===== src/sv/assert_macros.svh =====
// assertion macros shared by the block change map rtl
`ifndef ASSERT_MACROS_SVH
`define ASSERT_MACROS_SVH

// property checked on every clock edge outside reset
`define BCM_ASSERT(label, prop, msg) \
	label: assert property (@(posedge clk) disable iff (!arst_n) prop) \
		else $error(msg);

// consequence checked in the cycle after the trigger
`define BCM_ASSERT_NEXT(label, trig, cons, msg) \
	label: assert property (@(posedge clk) disable iff (!arst_n) trig |=> cons) \
		else $error(msg);

`endif


===== src/sv/bcm_pkg.sv =====
// types and constants of the block change map
package bcm_pkg;

	localparam int PIXEL_W          = 32;
	localparam int CFG_W            = 13;
	localparam int CFG_IDX_W        = 2;
	localparam int EIGHTHS_W        = 6;
	localparam int TILE_IDX_W       = 9;
	localparam int TILE_OFS_W       = 8;
	localparam int LINE_W           = 12;
	localparam int LINE_LIMIT       = 4096;
	localparam int EIGHTHS_LIMIT    = 32;

	localparam int MAX_FRAME_WIDTH  = 4096;
	localparam int MAX_TILE_COLUMNS = 512;

	localparam logic [CFG_W-1:0]     FRAME_WIDTH_RST  = 13'd1920;
	localparam logic [CFG_W-1:0]     FRAME_HEIGHT_RST = 13'd1080;
	localparam logic [EIGHTHS_W-1:0] TILE_EIGHTHS_RST = 6'd2;

	typedef enum logic [CFG_IDX_W-1:0] {
		CFG_FRAME_WIDTH   = 2'd0,
		CFG_FRAME_HEIGHT  = 2'd1,
		CFG_TILE_W_EIGHTH = 2'd2,
		CFG_TILE_H_EIGHTH = 2'd3
	} cfg_idx_t;

	// position flags of the item at the head of the raster
	typedef struct packed {
		logic line_end;
		logic last_line;
		logic tile_done;
		logic frame_done;
		logic row_clear;
	} raster_flags_t;

	// clamp an eighths register to 1..32 and give tile size minus one
	function automatic logic [TILE_OFS_W-1:0] tile_size_m1(input logic [EIGHTHS_W-1:0] e);
		logic [EIGHTHS_W-1:0] ec;
		logic [EIGHTHS_W+2:0] px;
		begin
			if (e == '0) begin
				ec = EIGHTHS_W'(1);
			end else if (32'(e) > 32'(EIGHTHS_LIMIT)) begin
				ec = EIGHTHS_W'(EIGHTHS_LIMIT);
			end else begin
				ec = e;
			end
			px = {ec, 3'b000} - (EIGHTHS_W+3)'(1);
			return TILE_OFS_W'(px);
		end
	endfunction

endpackage


===== src/sv/bcm_pixel_if.sv =====
// pixel pair channel
interface bcm_pixel_if;
	logic                          valid;
	logic                          ready;
	logic [bcm_pkg::PIXEL_W-1:0]   current_pixel;
	logic [bcm_pkg::PIXEL_W-1:0]   previous_pixel;

	modport source (output valid, current_pixel, previous_pixel, input ready);
	modport sink (input valid, current_pixel, previous_pixel, output ready);
endinterface


===== src/sv/bcm_tile_if.sv =====
// finished tile channel
interface bcm_tile_if;
	logic                           valid;
	logic                           ready;
	logic [bcm_pkg::TILE_IDX_W-1:0] tile_column;
	logic [bcm_pkg::TILE_IDX_W-1:0] tile_row;
	logic                           changed;
	logic                           frame_end;

	modport source (output valid, tile_column, tile_row, changed, frame_end, input ready);
	modport sink (input valid, tile_column, tile_row, changed, frame_end, output ready);
endinterface


===== src/sv/bcm_cfg_if.sv =====
// configuration write channel
interface bcm_cfg_if;
	logic                          valid;
	logic                          ready;
	logic [bcm_pkg::CFG_IDX_W-1:0] index;
	logic [bcm_pkg::CFG_W-1:0]     data;

	modport source (output valid, index, data, input ready);
	modport sink (input valid, index, data, output ready);
endinterface


===== src/sv/bcm_ram.sv =====
// generic single write port ram with registered read
module bcm_ram #(
	parameter int WIDTH = 1,
	parameter int DEPTH = 512
) (
	input  logic                                     clk,
	input  logic                                     we,
	input  logic [((DEPTH > 1) ? $clog2(DEPTH) : 1)-1:0] waddr,
	input  logic [WIDTH-1:0]                         wdata,
	input  logic                                     re,
	input  logic [((DEPTH > 1) ? $clog2(DEPTH) : 1)-1:0] raddr,
	output logic [WIDTH-1:0]                         rdata
);

	logic [WIDTH-1:0] mem [DEPTH];

	always_ff @(posedge clk) begin
		if (we) begin
			mem[waddr] <= wdata;
		end
		if (re) begin
			rdata <= mem[raddr];
		end
	end

endmodule


===== src/sv/bcm_raster.sv =====
// raster position, tile position and end-of-tile decode
`include "assert_macros.svh"

module bcm_raster #(
	parameter int MAX_FRAME_WIDTH = bcm_pkg::MAX_FRAME_WIDTH
) (
	input  logic                                   clk,
	input  logic                                   arst_n,
	input  logic                                   step,
	input  logic [bcm_pkg::CFG_W-1:0]              frame_width,
	input  logic [bcm_pkg::CFG_W-1:0]              frame_height,
	input  logic [bcm_pkg::EIGHTHS_W-1:0]          tile_width_eighths,
	input  logic [bcm_pkg::EIGHTHS_W-1:0]          tile_height_eighths,
	output bcm_pkg::raster_flags_t                 flags,
	output logic [$clog2(MAX_FRAME_WIDTH)-1:0]     col,
	output logic [$clog2(MAX_FRAME_WIDTH)-1:0]     col_next,
	output logic [bcm_pkg::LINE_W-1:0]             row
);

	localparam int PxW = $clog2(MAX_FRAME_WIDTH);

	logic [PxW-1:0]                    px_q;
	logic [PxW-1:0]                    col_q;
	logic [bcm_pkg::LINE_W-1:0]        py_q;
	logic [bcm_pkg::LINE_W-1:0]        row_q;
	logic [bcm_pkg::TILE_OFS_W-1:0]    xt_q;
	logic [bcm_pkg::TILE_OFS_W-1:0]    yt_q;

	logic [PxW-1:0]                    w_m1;
	logic [bcm_pkg::LINE_W-1:0]        h_m1;
	logic [bcm_pkg::TILE_OFS_W-1:0]    tw_m1;
	logic [bcm_pkg::TILE_OFS_W-1:0]    th_m1;
	logic                              line_end;
	logic                              last_line;
	logic                              tile_x_end;
	logic                              tile_y_end;

	always_comb begin
		if (frame_width == '0) begin
			w_m1 = '0;
		end else if (32'(frame_width) > 32'(MAX_FRAME_WIDTH)) begin
			w_m1 = PxW'(MAX_FRAME_WIDTH - 1);
		end else begin
			w_m1 = PxW'(frame_width - bcm_pkg::CFG_W'(1));
		end
		if (frame_height == '0) begin
			h_m1 = '0;
		end else if (32'(frame_height) > 32'(bcm_pkg::LINE_LIMIT)) begin
			h_m1 = bcm_pkg::LINE_W'(bcm_pkg::LINE_LIMIT - 1);
		end else begin
			h_m1 = bcm_pkg::LINE_W'(frame_height - bcm_pkg::CFG_W'(1));
		end
		tw_m1 = bcm_pkg::tile_size_m1(tile_width_eighths);
		th_m1 = bcm_pkg::tile_size_m1(tile_height_eighths);
	end

	// a position at or past an end counts as that end
	assign line_end   = px_q >= w_m1;
	assign last_line  = py_q >= h_m1;
	assign tile_x_end = line_end || (xt_q >= tw_m1);
	assign tile_y_end = last_line || (yt_q >= th_m1);

	assign flags.line_end   = line_end;
	assign flags.last_line  = last_line;
	assign flags.tile_done  = tile_x_end && tile_y_end;
	assign flags.frame_done = line_end && last_line;
	assign flags.row_clear  = line_end && (last_line || tile_y_end);

	assign col      = col_q;
	assign row      = row_q;
	assign col_next = line_end ? '0 : (tile_x_end ? col_q + PxW'(1) : col_q);

	always_ff @(posedge clk or negedge arst_n) begin
		if (!arst_n) begin
			px_q  <= '0;
			py_q  <= '0;
			xt_q  <= '0;
			yt_q  <= '0;
			col_q <= '0;
			row_q <= '0;
		end else if (step) begin
			col_q <= col_next;
			if (!line_end) begin
				px_q <= px_q + PxW'(1);
				xt_q <= tile_x_end ? '0 : xt_q + bcm_pkg::TILE_OFS_W'(1);
			end else begin
				px_q <= '0;
				xt_q <= '0;
				if (last_line) begin
					py_q  <= '0;
					yt_q  <= '0;
					row_q <= '0;
				end else begin
					py_q <= py_q + bcm_pkg::LINE_W'(1);
					if (tile_y_end) begin
						yt_q  <= '0;
						row_q <= row_q + bcm_pkg::LINE_W'(1);
					end else begin
						yt_q <= yt_q + bcm_pkg::TILE_OFS_W'(1);
					end
				end
			end
		end
	end

	`BCM_ASSERT(a_col_origin, (px_q == '0) |-> (col_q == '0), "tile column not zero at line start")

endmodule


===== src/sv/block_change_map.sv =====
// block change map: a tile result is loaded into the result register when its last pixel item leaves the stage register
// throughput one pixel item per cycle unless a held tile result stalls it; a single pass from stage to result register
// the per-column flag ram is read one item ahead, so its registered read never stalls the stream
// reset returns the configuration registers to their defaults and zeroes all position counters
// the flag ram is not swept: a fill count marks the columns written since the last row clear
module block_change_map #(
	parameter int MAX_FRAME_WIDTH  = bcm_pkg::MAX_FRAME_WIDTH,
	parameter int MAX_TILE_COLUMNS = bcm_pkg::MAX_TILE_COLUMNS
) (
	input  logic        clk,
	input  logic        arst_n,
	bcm_pixel_if.sink   pix,
	bcm_tile_if.source  tile,
	bcm_cfg_if.sink     cfg
);

	`include "assert_macros.svh"

	localparam int PxW     = $clog2(MAX_FRAME_WIDTH);
	localparam int SlotW   = (MAX_TILE_COLUMNS > 1) ? $clog2(MAX_TILE_COLUMNS) : 1;
	localparam int FillW   = $clog2(MAX_TILE_COLUMNS + 1);
	localparam int ColExtW = (PxW > bcm_pkg::TILE_IDX_W) ? PxW : bcm_pkg::TILE_IDX_W;
	localparam int RowExtW = (bcm_pkg::LINE_W > bcm_pkg::TILE_IDX_W) ?
		bcm_pkg::LINE_W : bcm_pkg::TILE_IDX_W;

	// configuration registers
	logic [bcm_pkg::CFG_W-1:0]     frame_width_q;
	logic [bcm_pkg::CFG_W-1:0]     frame_height_q;
	logic [bcm_pkg::EIGHTHS_W-1:0] tile_w_eighths_q;
	logic [bcm_pkg::EIGHTHS_W-1:0] tile_h_eighths_q;

	assign cfg.ready = 1'b1;

	always_ff @(posedge clk or negedge arst_n) begin
		if (!arst_n) begin
			frame_width_q    <= bcm_pkg::FRAME_WIDTH_RST;
			frame_height_q   <= bcm_pkg::FRAME_HEIGHT_RST;
			tile_w_eighths_q <= bcm_pkg::TILE_EIGHTHS_RST;
			tile_h_eighths_q <= bcm_pkg::TILE_EIGHTHS_RST;
		end else if (cfg.valid) begin
			case (cfg.index)
				bcm_pkg::CFG_FRAME_WIDTH:   frame_width_q    <= cfg.data;
				bcm_pkg::CFG_FRAME_HEIGHT:  frame_height_q   <= cfg.data;
				bcm_pkg::CFG_TILE_W_EIGHTH: tile_w_eighths_q <= bcm_pkg::EIGHTHS_W'(cfg.data);
				bcm_pkg::CFG_TILE_H_EIGHTH: tile_h_eighths_q <= bcm_pkg::EIGHTHS_W'(cfg.data);
				default: ;
			endcase
		end
	end

	// stage 1: compare result of the accepted item
	logic valid_s1;
	logic diff_s1;
	logic advance;

	// result register
	logic                           out_valid_q;
	logic [bcm_pkg::TILE_IDX_W-1:0] tile_column_q;
	logic [bcm_pkg::TILE_IDX_W-1:0] tile_row_q;
	logic                           changed_q;
	logic                           frame_end_q;

	bcm_pkg::raster_flags_t     flags;
	logic [PxW-1:0]             col;
	logic [PxW-1:0]             col_next;
	logic [bcm_pkg::LINE_W-1:0] row;

	bcm_raster #(
		.MAX_FRAME_WIDTH (MAX_FRAME_WIDTH)
	) u_raster (
		.clk                 (clk),
		.arst_n              (arst_n),
		.step                (advance),
		.frame_width         (frame_width_q),
		.frame_height        (frame_height_q),
		.tile_width_eighths  (tile_w_eighths_q),
		.tile_height_eighths (tile_h_eighths_q),
		.flags               (flags),
		.col                 (col),
		.col_next            (col_next),
		.row                 (row)
	);

	assign advance   = valid_s1 && (!flags.tile_done || !out_valid_q || tile.ready);
	assign pix.ready = !valid_s1 || advance;

	always_ff @(posedge clk or negedge arst_n) begin
		if (!arst_n) begin
			valid_s1 <= 1'b0;
		end else if (pix.valid && pix.ready) begin
			valid_s1 <= 1'b1;
		end else if (advance) begin
			valid_s1 <= 1'b0;
		end
	end

	always_ff @(posedge clk) begin
		if (pix.valid && pix.ready) begin
			diff_s1 <= pix.current_pixel != pix.previous_pixel;
		end
	end

	// flag store: columns past the store share its last entry
	logic [SlotW-1:0] slot_cur;
	logic [SlotW-1:0] slot_nxt;
	logic [FillW-1:0] fill_q;
	logic [FillW-1:0] fill_wr;
	logic             use_mem_q;
	logic             byp_q;
	logic             ram_rdata;
	logic             flag_prior;
	logic             flag_now;
	logic             rd_mem;
	logic             next_use_mem;
	logic             next_byp;

	assign slot_cur = SlotW'((32'(col) > 32'(MAX_TILE_COLUMNS - 1)) ?
		32'(MAX_TILE_COLUMNS - 1) : 32'(col));
	assign slot_nxt = SlotW'((32'(col_next) > 32'(MAX_TILE_COLUMNS - 1)) ?
		32'(MAX_TILE_COLUMNS - 1) : 32'(col_next));

	assign flag_prior = use_mem_q ? ram_rdata : byp_q;
	assign flag_now   = flag_prior | diff_s1;

	// written columns since a clear always run from zero upwards
	assign fill_wr = ((32'(slot_cur) + 32'd1) > 32'(fill_q)) ?
		FillW'(32'(slot_cur) + 32'd1) : fill_q;

	always_comb begin
		rd_mem       = 1'b0;
		next_use_mem = 1'b0;
		next_byp     = 1'b0;
		if (flags.row_clear) begin
			next_byp = 1'b0;
		end else if (slot_nxt == slot_cur) begin
			next_byp = flag_now;
		end else if (32'(slot_nxt) < 32'(fill_wr)) begin
			rd_mem       = 1'b1;
			next_use_mem = 1'b1;
		end
	end

	bcm_ram #(
		.WIDTH (1),
		.DEPTH (MAX_TILE_COLUMNS)
	) u_flag_ram (
		.clk   (clk),
		.we    (advance),
		.waddr (slot_cur),
		.wdata (flag_now),
		.re    (advance && rd_mem),
		.raddr (slot_nxt),
		.rdata (ram_rdata)
	);

	always_ff @(posedge clk or negedge arst_n) begin
		if (!arst_n) begin
			fill_q    <= '0;
			use_mem_q <= 1'b0;
			byp_q     <= 1'b0;
		end else if (advance) begin
			fill_q    <= flags.row_clear ? '0 : fill_wr;
			use_mem_q <= next_use_mem;
			byp_q     <= next_byp;
		end
	end

	// result register
	logic [ColExtW-1:0] col_ext;
	logic [RowExtW-1:0] row_ext;

	assign col_ext = ColExtW'(col);
	assign row_ext = RowExtW'(row);

	always_ff @(posedge clk or negedge arst_n) begin
		if (!arst_n) begin
			out_valid_q <= 1'b0;
		end else if (advance && flags.tile_done) begin
			out_valid_q <= 1'b1;
		end else if (tile.ready) begin
			out_valid_q <= 1'b0;
		end
	end

	always_ff @(posedge clk) begin
		if (advance && flags.tile_done) begin
			tile_column_q <= col_ext[bcm_pkg::TILE_IDX_W-1:0];
			tile_row_q    <= row_ext[bcm_pkg::TILE_IDX_W-1:0];
			changed_q     <= flag_now;
			frame_end_q   <= flags.frame_done;
		end
	end

	assign tile.valid       = out_valid_q;
	assign tile.tile_column = tile_column_q;
	assign tile.tile_row    = tile_row_q;
	assign tile.changed     = changed_q;
	assign tile.frame_end   = frame_end_q;

	`BCM_ASSERT_NEXT(a_row_clear, advance && flags.row_clear, (fill_q == '0) && !use_mem_q && !byp_q, "flag state not cleared at new tile row")
	`BCM_ASSERT(a_mem_written, use_mem_q |-> (32'(slot_cur) < 32'(fill_q)), "flag read from a column not written since clear")
	`BCM_ASSERT_NEXT(a_result_loaded, advance && flags.tile_done, out_valid_q, "finished tile not presented")
	`BCM_ASSERT(a_frame_end_tile, (advance && flags.frame_done) |-> flags.tile_done, "frame end off a tile boundary")

endmodule

===== src/flat_wrapper.sv =====
// flat-port wrapper written by rule: the top's interface ports become plain ports
module block_change_map_flat 
#(
	parameter int MAX_FRAME_WIDTH  = bcm_pkg::MAX_FRAME_WIDTH,
	parameter int MAX_TILE_COLUMNS = bcm_pkg::MAX_TILE_COLUMNS
)
  (clk, arst_n, pix_valid, pix_current_pixel, pix_previous_pixel, pix_ready, tile_valid, tile_tile_column, tile_tile_row, tile_changed, tile_frame_end, tile_ready, cfg_valid, cfg_index, cfg_data, cfg_ready);
  bcm_pixel_if pix_i ();
  bcm_tile_if tile_i ();
  bcm_cfg_if cfg_i ();
  input  logic clk;
  input  logic arst_n;
  input wire logic [$bits(pix_i.valid)-1:0] pix_valid;
  input wire logic [$bits(pix_i.current_pixel)-1:0] pix_current_pixel;
  input wire logic [$bits(pix_i.previous_pixel)-1:0] pix_previous_pixel;
  output wire logic [$bits(pix_i.ready)-1:0] pix_ready;
  output wire logic [$bits(tile_i.valid)-1:0] tile_valid;
  output wire logic [$bits(tile_i.tile_column)-1:0] tile_tile_column;
  output wire logic [$bits(tile_i.tile_row)-1:0] tile_tile_row;
  output wire logic [$bits(tile_i.changed)-1:0] tile_changed;
  output wire logic [$bits(tile_i.frame_end)-1:0] tile_frame_end;
  input wire logic [$bits(tile_i.ready)-1:0] tile_ready;
  input wire logic [$bits(cfg_i.valid)-1:0] cfg_valid;
  input wire logic [$bits(cfg_i.index)-1:0] cfg_index;
  input wire logic [$bits(cfg_i.data)-1:0] cfg_data;
  output wire logic [$bits(cfg_i.ready)-1:0] cfg_ready;
  assign pix_i.valid = pix_valid;
  assign pix_i.current_pixel = pix_current_pixel;
  assign pix_i.previous_pixel = pix_previous_pixel;
  assign pix_ready = pix_i.ready;
  assign tile_valid = tile_i.valid;
  assign tile_tile_column = tile_i.tile_column;
  assign tile_tile_row = tile_i.tile_row;
  assign tile_changed = tile_i.changed;
  assign tile_frame_end = tile_i.frame_end;
  assign tile_i.ready = tile_ready;
  assign cfg_i.valid = cfg_valid;
  assign cfg_i.index = cfg_index;
  assign cfg_i.data = cfg_data;
  assign cfg_ready = cfg_i.ready;
  block_change_map #(.MAX_FRAME_WIDTH(MAX_FRAME_WIDTH), .MAX_TILE_COLUMNS(MAX_TILE_COLUMNS)) u_core (.clk(clk), .arst_n(arst_n), .pix(pix_i), .tile(tile_i), .cfg(cfg_i));
endmodule

===== config.mk =====
export PLATFORM = sky130hd
export DESIGN_NAME = block_change_map_flat
export DESIGN_NICKNAME = d
export VERILOG_FILES = /design/src/sv/bcm_pkg.sv /design/src/sv/bcm_pixel_if.sv /design/src/sv/bcm_tile_if.sv /design/src/sv/bcm_cfg_if.sv /design/src/sv/bcm_ram.sv /design/src/sv/bcm_raster.sv /design/src/sv/block_change_map.sv /design/src/flat_wrapper.sv
export VERILOG_INCLUDE_DIRS = /design/src /design/src/sv
export SDC_FILE = /design/constraint.sdc
export NUM_CORES = 1
export LEC_CHECK = 0
export BUFFER_PORTS_ARGS = -buffer_cell sky130_fd_sc_hd__buf_2
export CORE_MARGIN = 2
export CORE_UTILIZATION = 35
export CTS_BUF_LIST = sky130_fd_sc_hd__clkbuf_4
export DETAILED_ROUTE_END_ITERATION = 10
export PLACE_DENSITY_LB_ADDON = 0.2
export SETUP_SLACK_MARGIN = 0.4
export SLEW_MARGIN = 25
export SYNTH_ARGS = -nofsm -noshare
export SYNTH_HDL_FRONTEND = slang
export SYNTH_SLANG_ARGS = --single-unit

===== constraint.sdc =====
create_clock -name clk -period 13.9 [get_ports clk]
set_input_delay 1.39 -clock clk [delete_from_list [all_inputs] [get_ports clk]]
set_output_delay 1.39 -clock clk [all_outputs]
set_load 0.03 [all_outputs]

### Yosys cells after proc, flatten, opt, wreduce, memory -nomap -nowiden

Memory sizes are Yosys's and may differ from the RTL's. A register that Yosys moved wholly into a read port is not among the register bits.
Index checks and enable logic that the tools add are counted.

* bits in registers: 137
* memory bits (writable): 512
* input bits: 84
* output and inout port bits: 23
* logic and storage cells: 114
* memories: 1

Memories
* u_core.u_flag_ram.mem: words 512, width 1, rd ports 1, clocked after memory_dff 1, wr ports 1, line bcm_ram.sv:15 `logic [WIDTH-1:0] mem [DEPTH];`

* add/sub/neg operators: 11
* magnitude comparators: 12
* eq/ne operators: 5
* muxes and demuxes: 34
* bitwise gates (word level): 1
* reduce and logical (&&, ||, !) cells: 30

Operator list (count)
* 2-to-1 mux 12 bit: 10
* adder 12 x 1 -> 12 bit, second input constant: 4
* > comparator 32 x 10 -> 1 bit: 1
* 2-to-1 mux 8 bit: 4
* != test 32 bit: 1
* > comparator 13 bit, second input constant: 2
* logical NOT 13 bit: 2
* >= comparator 12 bit: 2
* > comparator 12 x 9 -> 1 bit, second input constant: 2
* subtractor 12 x 1 -> 12 bit, second input constant: 2
* 2-to-1 mux 10 bit: 2
* 2-to-1 mux 5 bit: 4
* 2-to-1 mux 9 bit: 2
* adder 8 x 1 -> 8 bit, second input constant: 2
* >= comparator 8 bit: 2
* subtractor 8 x 1 -> 8 bit, second input constant: 2
* > comparator 6 bit, second input constant: 2
* logical NOT 6 bit: 2
* 2-to-1 mux 1 bit: 12
* adder 9 x 1 -> 10 bit, second input constant: 1
* less-than comparator 9 x 10 -> 1 bit: 1
* AND reduction 2 bit: 5
* equality test 9 bit: 1
* logical AND 1 bit: 7
* other kinds (8): 18

### Depth between registers and ports, before layout

* depth after elaboration: 15
* gate-level depth with buffers: 26
* gate-level depth less buffers: 23

### Modules after synthesis

A second synthesis with hierarchy kept.

* cells, all modules: 2573
* area total of the unflattened synthesis: 31808.0 um^2

Modules (own cells, without submodules)
* bcm_ram: instances 1, cells each 1615, area an instance 22619.2 um^2, sequential area each 15404.8 um^2
* bcm_raster: instances 1, cells each 599, area an instance 5031.1 um^2, sequential area each 1601.5 um^2
* block_change_map: instances 1, cells each 359, area an instance 4157.7 um^2, sequential area each 1944.4 um^2

### Worst setup path before layout

Ideal clock, no wire load.

* path type: register -> register
* start point: register u_core.use_mem_q
* end point: register u_core.changed_q (netlist: u_core.tile.changed), data pin
* library setup time: 1.401 ns
* arrival time: 6.209 ns
* required time: 12.499 ns
* slack: 6.290 ns
* cell stages (with the launch flop): 3
* buffers on the path: 0
* period minus slack after synthesis: 7.610 ns
* path through: dfrtp_1 nor2b_1 a211o_1

* word-level cells in the longest chain between the ends: 2

RTL lines
* start: declaration: line block_change_map.sv:108 `logic use_mem_q;`
* start signal: assignment: line block_change_map.sv:163 `use_mem_q <= next_use_mem;`
* 2-to-1 mux 1 bit: line block_change_map.sv:122 `assign flag_prior = use_mem_q ? ram_rdata : byp_q;`
* OR 1 bit: line block_change_map.sv:123 `assign flag_now = flag_prior | diff_s1;`
* via u_core.flag_now: line block_change_map.sv:112 `logic flag_now;`
* end signal: assignment: line block_change_map.sv:189 `changed_q <= flag_now;`
* end: declaration: line block_change_map.sv:60 `logic changed_q;`

The timed path passes the listed nets, and every way through them passes these cells.
A chain may end at the register's enable or synchronous reset.

### Final worst setup path

* start point: register u_core.frame_width_q[0] (netlist name)
* end point: output port pix_ready

* word-level cells in the longest chain between the ends: 11
* elaborated cells on any way between the ends: 13
* those cells by class: 1 x add/sub; 2 x order compare; 2 x mux; 8 x reduce/logical

RTL lines
* start: declaration: line block_change_map.sv:27 `logic [bcm_pkg::CFG_W-1:0] frame_width_q;`
* start signal: assignment: line block_change_map.sv:36 `frame_width_q <= bcm_pkg::FRAME_WIDTH_RST;`
* start signal: assignment: line block_change_map.sv:42 `bcm_pkg::CFG_FRAME_WIDTH: frame_width_q <= cfg.data;`
* subtractor 12 x 1 -> 12 bit or > comparator 13 bit (tied branches): line bcm_raster.sv:44, bcm_raster.sv:41
* 2-to-1 mux 12 bit: line bcm_raster.sv:41 `end else if (32'(frame_width) > 32'(MAX_FRAME_WIDTH)) begin`
* 2-to-1 mux 12 bit (*): line bcm_raster.sv:39 `if (frame_width == '0) begin`
* >= comparator 12 bit (*): line bcm_raster.sv:58 `assign line_end = px_q >= w_m1;`
* logical OR 1 bit (*): line bcm_raster.sv:60 `assign tile_x_end = line_end || (xt_q >= tw_m1);`
* logical AND 1 bit (*): line bcm_raster.sv:65 `assign flags.tile_done = tile_x_end && tile_y_end;`
* logical NOT 1 bit (*): line block_change_map.sv:84 `assign advance = valid_s1 && (!flags.tile_done || !out_valid_q || tile.ready);`
* logical OR 1 bit (*) (2 in a row): line block_change_map.sv:84
* logical AND 1 bit (*): line block_change_map.sv:84
* logical OR 1 bit (*): line block_change_map.sv:85 `assign pix.ready = !valid_s1 || advance;`
* end: declaration: line flat_wrapper.sv:16 `output wire logic [$bits(pix_i.ready)-1:0] pix_ready;`

Every way passes the cells marked *; elsewhere a longest branch is shown, timed or not.

==> run summary <==
Power Total: 6.394 mW
Residual DRC count: 0
Critical Path Fanout Max: 46
Startpoint types: flip-flop
Largest net degree at the start of global routing: 127
Post-CTS setup buffers: 0
CP Capture Type: primary output
Most frequent cells in the layout: nor2_1 (610), edfxtp_1 (534), nand2_1 (347)
Leakage: 12.59 nW
Final Setup Violations: 0
Total I/O pin count: 107
Horiz. Die Dim: 306.8 um
Top post-synthesis cells by area: edfxtp_1 (50%), dfrtp_1 (8.0%), nor2_1 (7.1%)
Antenna viol nets, final: 0
Detailed-router iteration count before antenna repair: 5
# fillers: 9014
Setup Crit Path Kind: flip-flop to primary output
Number of DRC markers in iteration 0: 3096
Unique cell type count in the Yosys netlist: 96
Register-to-register setup slack: 6930 ps
Root Buffer: clkbuf_4
CTS tree: yes
Yosys warns: 0
Critical R2R Launch: u_core.frame_width_q[0]
Worst r2r dst: u_core.u_flag_ram.rdata
Worst Hold Class: input pin to asynchronous set/reset pin
MaxCap Viol Count: 0
Slew HR: 21.29%
Clk_lat worst skew: 1090 ps
Placed inst area: 33770 sq um
Area Overhead vs Synth: 12.58%
Number of gates resized after cts: 0
Clock Skew: 106.2 ps
DP Wirelength: 63930 um
Final min period: 7418 ps
Synthesis-stage register bit count: 647
Mean Syn Cell Area: 10.65 sq um
Final setup TNS: 0 ps
Post-synth top area share: 49.97%
Reg2reg path depth: 24
GRT Total Usage: 23.03%
First-pass GRT wire length: 162300 um
Synth Flop Type: edfxtp_1
Core area: 91250 sq um
Ys async rst share: 17.47%
H-Tree Level Count: 4
RSZ-0062 raised after global routing: false
GR Overflow Total: 0
Total clock buffers created by CTS: 178
Drt via density: 5.753
Fraction of layout cells with a size suffix above 1: 17.80%
Die height: 306.8 um
Finished layout cell area: 36120 sq um
Worst VDD drop: 0.1324 mV
Max Clock Freq: 134.8 MHz
Placer congestion estimate: 0.9058
Via count: 25700
Vias in the first global route: 25310
CTS Buffer Depth: 3
Starting density of the core: 35.17%
Post-Syn Area: 32090 sq um
DIE AREA: 94110 sq um
Initial antenna violation count: 2
Post-Syn Nets: 3163
Clock sink count: 647
Register area share after synthesis: 58.83%
Reg clk slew, reported paths: 70 ps
NumNets Final: 3299
Synthesized instance count: 3013
Arrival time at the worst endpoint: 6030 ps
Req. time, crit path: 12510 ps
I/O Buffers: 105
Least-Margin Pin Slew: 1174 ps
Tcrit/Tclk final: 53.37%
Post-Route WL: 109400 um
CTS Hold Bufs: 0
Post-synth EDFFs: 534
Fin. Hold Viols: 0
Max Slew Vio Count: 0
Synth area leader: edfxtp_1
Row count: 111
Most common cell after layout, fill and taps aside: nor2_1
P per Cell Area: 177.0 nW/um^2
Post-DR wirelength/cell: 24.49 um
Status: complete, no violations
==> stage by stage <==
| step | setup WS [ps] | util (%) | cells | hold slack, ps |
|---|---|---|---|---|
| floorplan | 6290 | - | 3013 | 419.6 |
| finish | 6482 | 39.59 | 4468 | 378.2 |
| global placement | 7201 | 37.00 | 4155 | 456.2 |
| CTS | 6333 | 39.55 | 4462 | 267.4 |
| global route | 6121 | 39.59 | 4468 | 333.8 |
| detailed placement | 7078 | 37.01 | 4155 | 470.3 |
==> worst max-delay path, cell delays in order, from the launching register on <==
cell	delay (ps)
dfrtp_1	410
inv_1	100
ha_1	190
nand2_1	100
or4_1	500
or3_1	480
o21a_1	240
a221oi_1	250
ha_1	310
nand3_1	90
a21boi_1	70
or3_1	500
a21oi_4	160
buf_4	590
nand2_1	360
nand2_1	260
nor3_1	100
inv_1	60
buf_2	190
==> sequential cells by signal, summed over array words and instances (netlist names), 8 cells and up <==
name,cells
u_core.u_raster.col,12
u_core.u_raster.py_q,12
u_core.fill_q,10
u_core.frame_height_q,13
u_core.frame_width_q,13
u_core.tile.tile_row,9
u_core.u_flag_ram.mem,512
u_core.u_raster.xt_q,8
u_core.tile.tile_column,9
u_core.u_raster.px_q,12
u_core.u_raster.yt_q,8
u_core.u_raster.row,9
==> power by group <==
part           switching [mW]  leakage (nW)  internal [mW]
Combinational            1.67          5.11          0.701
Sequential             0.0838          6.08           2.14
Clock                   0.842          1.40          0.952
==> Yosys cell counts, types with 19 or more instances <==
cell type,number
xnor2_1,56
nand4_1,50
a21oi_1,94
inv_1,42
dfrtp_1,103
and3_1,30
o221ai_1,31
mux2_2,52
a21o_1,24
o211ai_1,35
nand2_1,348
o21a_1,19
a31oi_1,43
buf_2,85
edfxtp_1,534
o22ai_1,30
o21ai_0,134
clkbuf_1,103
xor2_1,21
ha_1,66
mux2i_1,37
nor2_1,611
nor3_1,32
nand3_1,107
==> routing by layer <==
layer	GRT usage [%]	vias up	part of all wire, %	routed length (um)
li1	-	11340	-	-
met5	0	-	0	0
met1	31.28	12840	42	45990
met2	35.36	1271	45	49520
met3	5.176	246	9.4	10240
met4	9.929	0	3.4	3678
==> worst max path at each step <==
stage / startpoint / end / slack [ps] / cells past startpoint
after floorplan: u_core.use_mem_q / u_core.tile.changed / 6290 / 2
after global placement: u_core.frame_width_q[0] / u_core.u_flag_ram.rdata / 7200 / 24
after detailed placement: u_core.frame_width_q[0] / u_core.u_flag_ram.rdata / 7080 / 24
after CTS: u_core.frame_width_q[0] / pix_ready / 6330 / 18
after global routing: u_core.frame_width_q[0] / pix_ready / 6120 / 18
final: u_core.frame_width_q[0] / pix_ready / 6480 / 18
==> cell families after synthesis <==
group	synth area share [%]
xor gates and xnor gates	2.102
DFF	58.83
adders and majority gates	2.605
other	0.01169
buffers and inverters	3.595
AOI/OAI and AO/OA	12.53
and+or+nand+nor	17.28
muxes	3.049
==> cell type report <==
cell class	instances	area, sq um	area share [%]
clock inverter	33	265.3	0.7343
timing repair buffer	170	1036	2.868
sequential	647	18880	52.25
clock buffer	274	2057	5.694
tap	1186	1484	4.108
antenna	6	15.01	0.04156
multi-input combinational	2105	12220	33.81
inverter	47	176.4	0.4884
Power figures use the tool's default switching activity.
